**config.mk**
```make
export PLATFORM = sky130hd
export DESIGN_NAME = quadrature_position_counter_unit
export DESIGN_NICKNAME = d
export VERILOG_FILES = /design/src/rtl/qpc_pkg.sv /design/src/rtl/qpc_decoder.sv /design/src/rtl/qpc_scaler.sv /design/src/rtl/quadrature_position_counter_unit.sv
export SDC_FILE = /design/constraint.sdc
export NUM_CORES = 2
export LEC_CHECK = 0
export ABC_AREA = 1
export BUFFER_PORTS_ARGS = -buffer_cell sky130_fd_sc_hd__buf_2
export CAP_MARGIN = 15
export CORE_AREA = 5 5 472 474
export CTS_CLUSTER_DIAMETER = 50
export DETAILED_ROUTE_END_ITERATION = 8
export DIE_AREA = 0 0 477 479
export HOLD_SLACK_MARGIN = 0.08
export PLACE_DENSITY = 0.65
export SYNTH_ARGS = -nofsm -noshare
export SYNTH_HDL_FRONTEND = slang
export SYNTH_HIERARCHICAL = 1
export SYNTH_SLANG_ARGS = --single-unit
export TNS_END_PERCENT = 1
```
**constraint.sdc**
```tcl
create_clock -name clock -period 31.4 [get_ports clock]
set_clock_uncertainty 0.2 [all_clocks]
set_input_delay 3.14 -clock clock [delete_from_list [all_inputs] [get_ports clock]]
set_output_delay 3.14 -clock clock [all_outputs]
set_load 0.01 [all_outputs]
```
**src/rtl/qpc_pkg.sv**
```systemverilog
package qpc_pkg;

   // Request commands
   localparam logic CMD_SAMPLE = 1'b0;
   localparam logic CMD_LOAD   = 1'b1;

   // Register indexes on the write port
   localparam int CSR_INDEX_W = 2;
   localparam logic [CSR_INDEX_W-1:0] REG_DIFFERENTIAL_MODE = 2'd0;
   localparam logic [CSR_INDEX_W-1:0] REG_SCALE_FACTOR      = 2'd1;
   localparam logic [CSR_INDEX_W-1:0] REG_INVERT_DIRECTION  = 2'd2;

   localparam int CSR_DATA_W = 21;
   localparam int SCALE_W    = 20;   // magnitude bits of a positive scale factor
   localparam logic signed [CSR_DATA_W-1:0] SCALE_ONE = 21'sd10000;

   localparam int POS_W = 32;
   localparam logic [POS_W-1:0] INT32_MAX = 32'h7FFF_FFFF;
   localparam logic [POS_W-1:0] INT32_MIN = 32'h8000_0000;
   localparam logic signed [63:0] INT32_MAX_64 = 64'sh0000_0000_7FFF_FFFF;
   localparam logic signed [63:0] INT32_MIN_64 = 64'shFFFF_FFFF_8000_0000;

   // product / 10000 saturates exactly when product >= 10000 * 2^31
   localparam logic [63:0] SAT_LIMIT = 64'd21474836480000;
   localparam int SAT_LIMIT_W = 45;

   // product / 10000 = (product >> 4) / 625; quotient by reciprocal 2^41 / 625
   localparam int DIV_SHIFT   = 4;
   localparam int X_W         = SAT_LIMIT_W - DIV_SHIFT;   // 41
   localparam int X_LO_W      = 21;
   localparam int RECIP_W     = 32;
   localparam int RECIP_SHIFT = 41;
   localparam logic [RECIP_W-1:0] RECIP = 32'd3518437208;
   localparam int DIVISOR_W   = 10;
   localparam logic [DIVISOR_W-1:0] DIVISOR = 10'd625;
   localparam int QUOT_W      = 32;

   typedef struct packed {
      logic                    differential_mode;
      logic                    invert_direction;
      logic signed [CSR_DATA_W-1:0] scale_factor;
   } cfg_type;

   // Values that ride along with a request through the scaling pipeline
   typedef struct packed {
      logic [POS_W-1:0] raw_position;
      logic             neg;
      logic             bypass;
      logic [POS_W-1:0] bypass_value;
   } side_type;

endpackage

```
**src/rtl/qpc_decoder.sv**
```systemverilog
module qpc_decoder #(
   parameter int COUNT_WIDTH = 32
) (
   input  logic                   clock,
   input  logic                   reset,
   input  qpc_pkg::cfg_type       cfg,
   input  logic                   req_valid,
   output logic                   req_stall,
   input  logic                   req_command,
   input  logic                   req_line_a,
   input  logic                   req_line_b,
   input  logic                   req_line_a_neg,
   input  logic                   req_line_b_neg,
   input  logic signed [31:0]     req_load_value,
   output logic                   out_valid,
   input  logic                   out_stall,
   output qpc_pkg::side_type      out_side,
   output logic [COUNT_WIDTH-1:0] out_mag
);
   import qpc_pkg::*;

   localparam int W = COUNT_WIDTH;

   logic [W-1:0]        count_ff, count_in, count_next;
   logic                cur_a_ff, cur_a_in, cur_b_ff, cur_b_in;
   logic                out_valid_ff, out_valid_in;
   side_type            out_side_ff, out_side_in;
   logic [W-1:0]        out_mag_ff, out_mag_in;
   logic                accept, good, new_a, new_b, step_down, step_up;
   logic signed [W:0]   pos, pos_abs;
   logic signed [63:0]  pos64;

   assign req_stall = out_valid_ff && out_stall;
   assign accept    = req_valid && !req_stall;

   always_comb begin
      good = !cfg.differential_mode ||
             ((req_line_a ^ req_line_a_neg) && (req_line_b ^ req_line_b_neg));
      new_a = good ? req_line_a : cur_a_ff;
      new_b = good ? req_line_b : cur_b_ff;
      step_down = new_b && !cur_a_ff && new_a;
      step_up   = new_b && cur_a_ff && !new_a;

      count_next = count_ff;
      cur_a_in   = cur_a_ff;
      cur_b_in   = cur_b_ff;
      if (req_command == CMD_LOAD) begin
         count_next = W'(req_load_value);
      end else begin
         cur_a_in = new_a;
         cur_b_in = new_b;
         if (step_down) begin
            count_next = count_ff - W'(1);
         end else if (step_up) begin
            count_next = count_ff + W'(1);
         end
      end
      count_in = accept ? count_next : count_ff;
      if (!accept) begin
         cur_a_in = cur_a_ff;
         cur_b_in = cur_b_ff;
      end

      pos = $signed({count_in[W-1], count_in});
      if (cfg.invert_direction) begin
         pos = -pos;
      end
      pos64   = 64'(pos);
      pos_abs = pos[W] ? -pos : pos;

      out_side_in.raw_position = pos64[POS_W-1:0];
      out_side_in.neg          = pos[W];
      out_side_in.bypass       = (cfg.scale_factor == SCALE_ONE) ||
                                 cfg.scale_factor[CSR_DATA_W-1] ||
                                 (cfg.scale_factor == '0);
      if (pos64 > INT32_MAX_64) begin
         out_side_in.bypass_value = INT32_MAX;
      end else if (pos64 < INT32_MIN_64) begin
         out_side_in.bypass_value = INT32_MIN;
      end else begin
         out_side_in.bypass_value = pos64[POS_W-1:0];
      end
      out_mag_in = pos_abs[W-1:0];

      // hold while the result is stalled, drop once taken
      out_valid_in = accept ? 1'b1 : (out_valid_ff && out_stall);
   end

   always_ff @(posedge clock) begin
      if (reset) begin
         count_ff     <= '0;
         cur_a_ff     <= 1'b0;
         cur_b_ff     <= 1'b0;
         out_valid_ff <= 1'b0;
      end else begin
         count_ff     <= count_in;
         cur_a_ff     <= cur_a_in;
         cur_b_ff     <= cur_b_in;
         out_valid_ff <= out_valid_in;
      end
   end

   always_ff @(posedge clock) begin
      if (accept) begin
         out_side_ff <= out_side_in;
         out_mag_ff  <= out_mag_in;
      end
   end

   assign out_valid = out_valid_ff;
   assign out_side  = out_side_ff;
   assign out_mag   = out_mag_ff;

   a_sample_step: assert property (@(posedge clock) disable iff (reset)
      accept && req_command == CMD_SAMPLE |=>
         count_ff == $past(count_ff) || count_ff == $past(count_ff) + W'(1) ||
         count_ff == $past(count_ff) - W'(1))
      else $error("count moved by more than one step on a sample");

   a_load: assert property (@(posedge clock) disable iff (reset)
      accept && req_command == CMD_LOAD |=> count_ff == W'($past(req_load_value)))
      else $error("load did not set the count");

   a_diff_hold: assert property (@(posedge clock) disable iff (reset)
      accept && req_command == CMD_SAMPLE && cfg.differential_mode &&
      !((req_line_a ^ req_line_a_neg) && (req_line_b ^ req_line_b_neg)) |=>
         cur_a_ff == $past(cur_a_ff) && cur_b_ff == $past(cur_b_ff))
      else $error("bad differential sample changed the line levels");

endmodule

```
**src/rtl/qpc_scaler.sv**
```systemverilog
module qpc_scaler #(
   parameter int COUNT_WIDTH = 32
) (
   input  logic                        clock,
   input  logic                        reset,
   input  logic [qpc_pkg::SCALE_W-1:0] scale,
   input  logic                        in_valid,
   output logic                        in_stall,
   input  qpc_pkg::side_type           in_side,
   input  logic [COUNT_WIDTH-1:0]      in_mag,
   output logic                        rsp_valid,
   input  logic                        rsp_stall,
   output logic signed [31:0]          rsp_raw_position,
   output logic signed [31:0]          rsp_scaled_position
);
   import qpc_pkg::*;

   localparam int W      = COUNT_WIDTH;
   localparam int HALF   = (W + 1) / 2;
   localparam int HI_W   = W - HALF;
   localparam int PW     = W + SCALE_W;
   localparam int EXT_W  = (PW > SAT_LIMIT_W) ? PW : SAT_LIMIT_W;
   localparam int X_HI_W = X_W - X_LO_W;
   localparam int XR_W   = X_W + RECIP_W;
   localparam int QM_W   = QUOT_W + DIVISOR_W;
   localparam int NSTAGE = 7;

   logic [NSTAGE-1:0]          valid_ff, valid_in, ready;
   side_type                   side_ff [NSTAGE-1];

   logic [HALF+SCALE_W-1:0]    pp_lo_ff;
   logic [HI_W+SCALE_W-1:0]    pp_hi_ff;
   logic [PW-1:0]              prod;
   logic [EXT_W-1:0]           prod_ext;
   logic [X_W-1:0]             x1_ff, x2_ff, x3_ff, x4_ff;
   logic                       sat1_ff, sat2_ff, sat3_ff, sat4_ff, sat5_ff;
   logic [X_LO_W+RECIP_W-1:0]  xr_lo_ff;
   logic [X_HI_W+RECIP_W-1:0]  xr_hi_ff;
   logic [XR_W-1:0]            xr_sum;
   logic [QUOT_W-1:0]          q3_ff, q4_ff, q5_ff;
   logic [QM_W-1:0]            qm4_ff;
   logic [QM_W-1:0]            rem;
   logic                       ge5_ff;
   logic [QUOT_W-1:0]          quot;
   logic [POS_W-1:0]           scaled;
   logic [POS_W-1:0]           rsp_raw_ff, rsp_scaled_ff;

   // a stage advances when it is empty or the next one advances
   always_comb begin
      ready[NSTAGE-1] = !valid_ff[NSTAGE-1] || !rsp_stall;
      for (int k = NSTAGE - 2; k >= 0; k--) begin
         ready[k] = !valid_ff[k] || ready[k+1];
      end
      valid_in[0] = ready[0] ? in_valid : valid_ff[0];
      for (int k = 1; k < NSTAGE; k++) begin
         valid_in[k] = ready[k] ? valid_ff[k-1] : valid_ff[k];
      end
   end

   assign in_stall = !ready[0];

   always_ff @(posedge clock) begin
      if (reset) begin
         valid_ff <= '0;
      end else begin
         valid_ff <= valid_in;
      end
   end

   always_comb begin
      prod     = (PW'(pp_hi_ff) << HALF) + PW'(pp_lo_ff);
      prod_ext = EXT_W'(prod);
      xr_sum   = (XR_W'(xr_hi_ff) << X_LO_W) + XR_W'(xr_lo_ff);
      rem      = QM_W'(x4_ff) - qm4_ff;
      quot     = q5_ff + QUOT_W'(ge5_ff);
      if (side_ff[5].bypass) begin
         scaled = side_ff[5].bypass_value;
      end else if (sat5_ff) begin
         scaled = side_ff[5].neg ? INT32_MIN : INT32_MAX;
      end else begin
         scaled = side_ff[5].neg ? -quot : quot;
      end
   end

   always_ff @(posedge clock) begin
      if (ready[0]) begin
         side_ff[0] <= in_side;
         pp_lo_ff   <= in_mag[HALF-1:0] * scale;
         pp_hi_ff   <= in_mag[W-1:HALF] * scale;
      end
      if (ready[1]) begin
         side_ff[1] <= side_ff[0];
         sat1_ff    <= prod_ext >= EXT_W'(SAT_LIMIT);
         x1_ff      <= prod_ext[SAT_LIMIT_W-1:DIV_SHIFT];
      end
      if (ready[2]) begin
         side_ff[2] <= side_ff[1];
         sat2_ff    <= sat1_ff;
         x2_ff      <= x1_ff;
         xr_lo_ff   <= x1_ff[X_LO_W-1:0] * RECIP;
         xr_hi_ff   <= x1_ff[X_W-1:X_LO_W] * RECIP;
      end
      if (ready[3]) begin
         side_ff[3] <= side_ff[2];
         sat3_ff    <= sat2_ff;
         x3_ff      <= x2_ff;
         q3_ff      <= xr_sum[XR_W-1:RECIP_SHIFT];
      end
      if (ready[4]) begin
         side_ff[4] <= side_ff[3];
         sat4_ff    <= sat3_ff;
         x4_ff      <= x3_ff;
         q4_ff      <= q3_ff;
         qm4_ff     <= q3_ff * DIVISOR;
      end
      if (ready[5]) begin
         side_ff[5] <= side_ff[4];
         sat5_ff    <= sat4_ff;
         q5_ff      <= q4_ff;
         // reciprocal estimate runs at most one low
         ge5_ff     <= rem >= QM_W'(DIVISOR);
      end
      if (ready[6]) begin
         rsp_raw_ff    <= side_ff[5].raw_position;
         rsp_scaled_ff <= scaled;
      end
   end

   assign rsp_valid           = valid_ff[NSTAGE-1];
   assign rsp_raw_position    = rsp_raw_ff;
   assign rsp_scaled_position = rsp_scaled_ff;

   a_estimate_close: assert property (@(posedge clock) disable iff (reset)
      valid_ff[4] && !side_ff[4].bypass && !sat4_ff |-> rem < QM_W'(2 * 625))
      else $error("quotient estimate off by more than one");

   a_quot_range: assert property (@(posedge clock) disable iff (reset)
      valid_ff[5] && !side_ff[5].bypass && !sat5_ff |-> !quot[QUOT_W-1])
      else $error("unsaturated quotient out of 31-bit range");

   a_stall_chain: assert property (@(posedge clock) disable iff (reset)
      !ready[0] |-> (&valid_ff) && rsp_stall)
      else $error("input stalled with a free stage in the pipeline");

endmodule

```
**src/rtl/quadrature_position_counter_unit.sv**
```systemverilog
// Quadrature position counter, x1 decoding on channel A.
// Request channel (req_valid / req_stall): one request per cycle while req_stall
// is low, either a sample of the A, B, /A, /B lines or a load of req_load_value
// into the count. Result channel (rsp_valid / rsp_stall): one result per request,
// in order, with the signed position and the position scaled by scale_factor / 10000
// (unscaled when scale_factor is zero or negative). Throughput is one request
// per cycle while rsp_stall is low, set by the scaling pipeline (decode
// register, two split multiply stages, sum/saturation check, reciprocal
// divide by 625 with one correction step, output register). The user must
// write configuration (csr_wr_en, csr_index, csr_wdata) only while no request
// is in flight; the block does not enforce this. Unknown indexes are ignored.
// Reset clears the count and line levels, empties the pipeline and restores
// differential_mode 0, scale_factor 10000, invert_direction 0.
// While rsp_stall is high the result holds; earlier stages keep filling and
// req_stall rises only once every stage holds a request.
module quadrature_position_counter_unit #(
   parameter int COUNT_WIDTH = 32
) (
   input  logic                                 clock,
   input  logic                                 reset,
   input  logic                                 csr_wr_en,
   input  logic [qpc_pkg::CSR_INDEX_W-1:0]      csr_index,
   input  logic [qpc_pkg::CSR_DATA_W-1:0]       csr_wdata,
   input  logic                                 req_valid,
   output logic                                 req_stall,
   input  logic                                 req_command,
   input  logic                                 req_line_a,
   input  logic                                 req_line_b,
   input  logic                                 req_line_a_neg,
   input  logic                                 req_line_b_neg,
   input  logic signed [31:0]                   req_load_value,
   output logic                                 rsp_valid,
   input  logic                                 rsp_stall,
   output logic signed [31:0]                   rsp_raw_position,
   output logic signed [31:0]                   rsp_scaled_position
);
   import qpc_pkg::*;

   logic                          differential_mode_ff, differential_mode_in;
   logic signed [CSR_DATA_W-1:0]  scale_factor_ff, scale_factor_in;
   logic                          invert_direction_ff, invert_direction_in;
   cfg_type                       cfg;
   logic                          dec_valid, dec_stall;
   side_type                      dec_side;
   logic [COUNT_WIDTH-1:0]        dec_mag;

   always_comb begin
      differential_mode_in = differential_mode_ff;
      scale_factor_in      = scale_factor_ff;
      invert_direction_in  = invert_direction_ff;
      if (csr_wr_en) begin
         unique case (csr_index)
            REG_DIFFERENTIAL_MODE: differential_mode_in = csr_wdata[0];
            REG_SCALE_FACTOR:      scale_factor_in      = csr_wdata;
            REG_INVERT_DIRECTION:  invert_direction_in  = csr_wdata[0];
            default: begin
            end
         endcase
      end
   end

   always_ff @(posedge clock) begin
      if (reset) begin
         differential_mode_ff <= 1'b0;
         scale_factor_ff      <= SCALE_ONE;
         invert_direction_ff  <= 1'b0;
      end else begin
         differential_mode_ff <= differential_mode_in;
         scale_factor_ff      <= scale_factor_in;
         invert_direction_ff  <= invert_direction_in;
      end
   end

   assign cfg.differential_mode = differential_mode_ff;
   assign cfg.invert_direction  = invert_direction_ff;
   assign cfg.scale_factor      = scale_factor_ff;

   qpc_decoder #(
      .COUNT_WIDTH (COUNT_WIDTH)
   ) u_decoder (
      .clock          (clock),
      .reset          (reset),
      .cfg            (cfg),
      .req_valid      (req_valid),
      .req_stall      (req_stall),
      .req_command    (req_command),
      .req_line_a     (req_line_a),
      .req_line_b     (req_line_b),
      .req_line_a_neg (req_line_a_neg),
      .req_line_b_neg (req_line_b_neg),
      .req_load_value (req_load_value),
      .out_valid      (dec_valid),
      .out_stall      (dec_stall),
      .out_side       (dec_side),
      .out_mag        (dec_mag)
   );

   qpc_scaler #(
      .COUNT_WIDTH (COUNT_WIDTH)
   ) u_scaler (
      .clock               (clock),
      .reset               (reset),
      .scale               (scale_factor_ff[SCALE_W-1:0]),
      .in_valid            (dec_valid),
      .in_stall            (dec_stall),
      .in_side             (dec_side),
      .in_mag              (dec_mag),
      .rsp_valid           (rsp_valid),
      .rsp_stall           (rsp_stall),
      .rsp_raw_position    (rsp_raw_position),
      .rsp_scaled_position (rsp_scaled_position)
   );

endmodule
```
==> results.sh <==
export IMPL_post_cts_repair_setup_buffers=0
export IMPL_clock_tree_root_cell="clkbuf_16"
export IMPL_fin_ws_ns=19.81
export IMPL_drt_iter0_markers=4904
export IMPL_dieArea_um2=228000
export IMPL_pre_cts_slack_ns=19.04
export IMPL_final_min_clock_period_ns=11.59
export IMPL_ios=131
export IMPL_async_flop_share_pct=0
export IMPL_fin_crit_sh_pct=36.9
export IMPL_insertion_delay_ns=0.76
export IMPL_drv_cap=0
export IMPL_viasPerCell=5.13
export IMPL_finalHoldViolCount=0
export IMPL_nNetsFinal=12800
export IMPL_area_growth_synth_to_final_pct=8.00
export IMPL_slowest_delay_ns=0.63
export IMPL_crit_required_ns=31.66
export IMPL_rows=172
export IMPL_cts_tree="built"
export IMPL_synth_nets=12700
export IMPL_synth_top_cell_area_share_pct=31.0
export IMPL_antenna_found_initial=10
export IMPL_dr_pass1_iters=7
export IMPL_status="finished clean"
export IMPL_cts_buffers=115
export IMPL_synth_edf_count=1006
export IMPL_arrival_ns=11.85
export IMPL_synth_common_cells="inv_1, nand2_1, fa_1"
export IMPL_synthFlopType="edfxtp_1"
export IMPL_max_freq_ghz=0.0863
export IMPL_drt_antenna_violating_nets=0
export IMPL_path_class="in2reg"
export IMPL_netlist_area_um2=97300
export IMPL_placed_cell_area_um2=101000
export IMPL_start_util_pct=44.6
export IMPL_cp_max_fo=82
export IMPL_drive_gt1_share_pct=5.30
export IMPL_core_um2=218000
export IMPL_syn_area_per_cell_um2=9.12
export IMPL_grt_pass1_vias=73900
export IMPL_gr_total_overflow=0
export IMPL_tightest_slew_ns=1.19
export IMPL_clockBufferDepth=3
export IMPL_synth_top_area_cell="edfxtp_1"
export IMPL_min_path_type="reg2reg"
export IMPL_path_clk_slew_ns=0.06
export IMPL_cts_resized=0
export IMPL_slew_headroom_pct=20.9
export IMPL_drc=0
export IMPL_dp_hpwl_um=218000
export IMPL_clkSinkCount=1071
export IMPL_routed_wl_um=270000
export IMPL_gp_congestion=0.939
export IMPL_slowest_stage="buf_4"
export IMPL_grt_pass1_wl_um=423000
export IMPL_yosysMostFrequentCell="inv_1"
export IMPL_postCtsHoldBufs=0
export IMPL_via_count=70500
export IMPL_crit_top_cell="nor2_1"
export IMPL_synth_seq_cells=1071
export IMPL_maxSlewViolCount=0
export IMPL_die_h_um=479
export IMPL_fin_setup_tns_ns=0
export IMPL_synth_cell_types=58
export IMPL_grt_max_degree=83
export IMPL_grt_usage_pct=23.6
export IMPL_rsz0062_at_grt="false"
export IMPL_syn_inst=10700
export IMPL_synthTopCellsByArea="edfxtp_1, fa_1, ha_1"
export IMPL_setup_worst_path_end_class="register"
export IMPL_avgRoutedWirePerCell_um=19.6
export IMPL_setup_violations_final=0
export IMPL_synth_seq_area_share_pct=32.4
export IMPL_yosys_warnings=6
export IMPL_die_w_um=477
export IMPL_fin_area_um2=105000
export IMPL_numPortBuffers=130
export IMPL_finish_utilization_pct=48.1
export IMPL_cp_start_kind="input pin"
export IMPL_htree_levels=3
## per-stage QoR
| step | hold WS (ns) | cells |
|---|---|---|
| after global placement | 0.201 | 13500 |
| after detailed placement | 0.205 | 13500 |
| after global routing | 0.193 | 13700 |
| after floorplan | 0.200 | 10700 |
| final | 0.176 | 13800 |
| after CTS | 0.170 | 13700 |
## cell families (layout without fill, tap and decap cells)
family | after synthesis | in the layout | share of synthesized area [%]
XOR/XNOR | 299 | 299 | 2.72
buffers and inverters | 2624 | 2834 | 10.3
AND/OR/NAND/NOR | 3916 | 3916 | 16.7
adder cells (fa/ha/maj) | 1952 | 1952 | 33.3
flip-flops | 1071 | 1071 | 32.4
AO/OA/AOI/OAI | 805 | 805 | 4.65
other | 0 | 3 | 0
## per-layer routing
layer | up-vias | track usage [%] | routed length (um)
li1 | 33400 | - | -
met1 | 34600 | 31.7 | 117000
met2 | 2058 | 40.4 | 130000
met3 | 445 | 2.89 | 14100
met4 | 2 | 6.97 | 8820
met5 | - | 0 | 12
## state kept, by name (all words and copies together), names as in the netlist, 32 cells and up
name and cells:
u_scaler/q3_ff 32, u_decoder/count_ff 32, u_scaler/x2_ff 41, u_scaler/x4_ff 41
u_decoder/out_side 66, u_scaler/x3_ff 41, u_scaler/rsp_raw_position 32, u_scaler/qm4_ff 38
u_scaler/pp_hi_ff 36, u_scaler/x1_ff 41, u_scaler/q5_ff 32, u_scaler/q4_ff 32
u_scaler/pp_lo_ff 32, u_scaler/side_ff 396, u_scaler/xr_hi_ff 48, u_scaler/rsp_scaled_position 32
## worst max-delay path, delay by kind of cell
kind	cells	cell delay, ns
and+or+nand+nor	23	4.06
adders and majority gates	1	0.20
AOI/OAI and AO/OA	2	0.30
buffers and inverters	10	3.94
## final timing paths
path                            cells past startpoint                 start  slack (ns)                    end
worst max register to register                     35  u_scaler/valid_ff[6]       21.97  u_decoder/out_side[0]
worst max-delay path                               36             rsp_stall       19.81  u_decoder/out_side[0]
worst min register to register                      0     u_scaler/x3_ff[2]        0.18      u_scaler/x4_ff[2]
worst min-delay path                                0     u_scaler/x3_ff[2]        0.18      u_scaler/x4_ff[2]
## final cells by class
class | count | area, um2
clock buffer | 132 | 2940
inverter | 2422 | 9120
timing repair buffer | 195 | 1140
clock inverter | 85 | 963
tap | 2871 | 3590
multi-input combinational | 6972 | 55800
sequential | 1071 | 31500
antenna | 3 | 7.51
fill | 20500 | 113000
## cell usage in the layout, fill, tap and decap left out, drive strengths merged, types with 2 or more instances in the layout
cell type | netlist | layout
ha | 883 | 883
clkinvlp | 0 | 7
nand3b | 19 | 19
clkbuf | 148 | 132
bufinv | 0 | 10
nand4 | 80 | 80
a31o | 2 | 2
o21bai | 45 | 45
dfxtp | 65 | 65
inv | 2416 | 2433
o31ai | 4 | 4
o221ai | 2 | 2
clkinv | 6 | 57
buf | 54 | 195
nor2 | 862 | 862
o211ai | 14 | 14
edfxtp | 1006 | 1006
or2 | 4 | 4
nand3 | 375 | 375
nor4 | 32 | 32
a21oi | 409 | 409
o21a | 27 | 27
nand2 | 2459 | 2459
o21ai | 204 | 204
nor3 | 71 | 71
a21boi | 10 | 10
a211oi | 3 | 3
a221oi | 6 | 6
o2111ai | 5 | 5
xnor2 | 87 | 87
diode | 0 | 3
and3 | 6 | 6
a31oi | 43 | 43
xor2 | 212 | 212
fa | 1069 | 1069
a21o | 27 | 27
and2 | 7 | 7
Power is left out: the tool's default activity adds up to more than one toggle a clock period on the data nets, which glitch-free logic cannot reach.
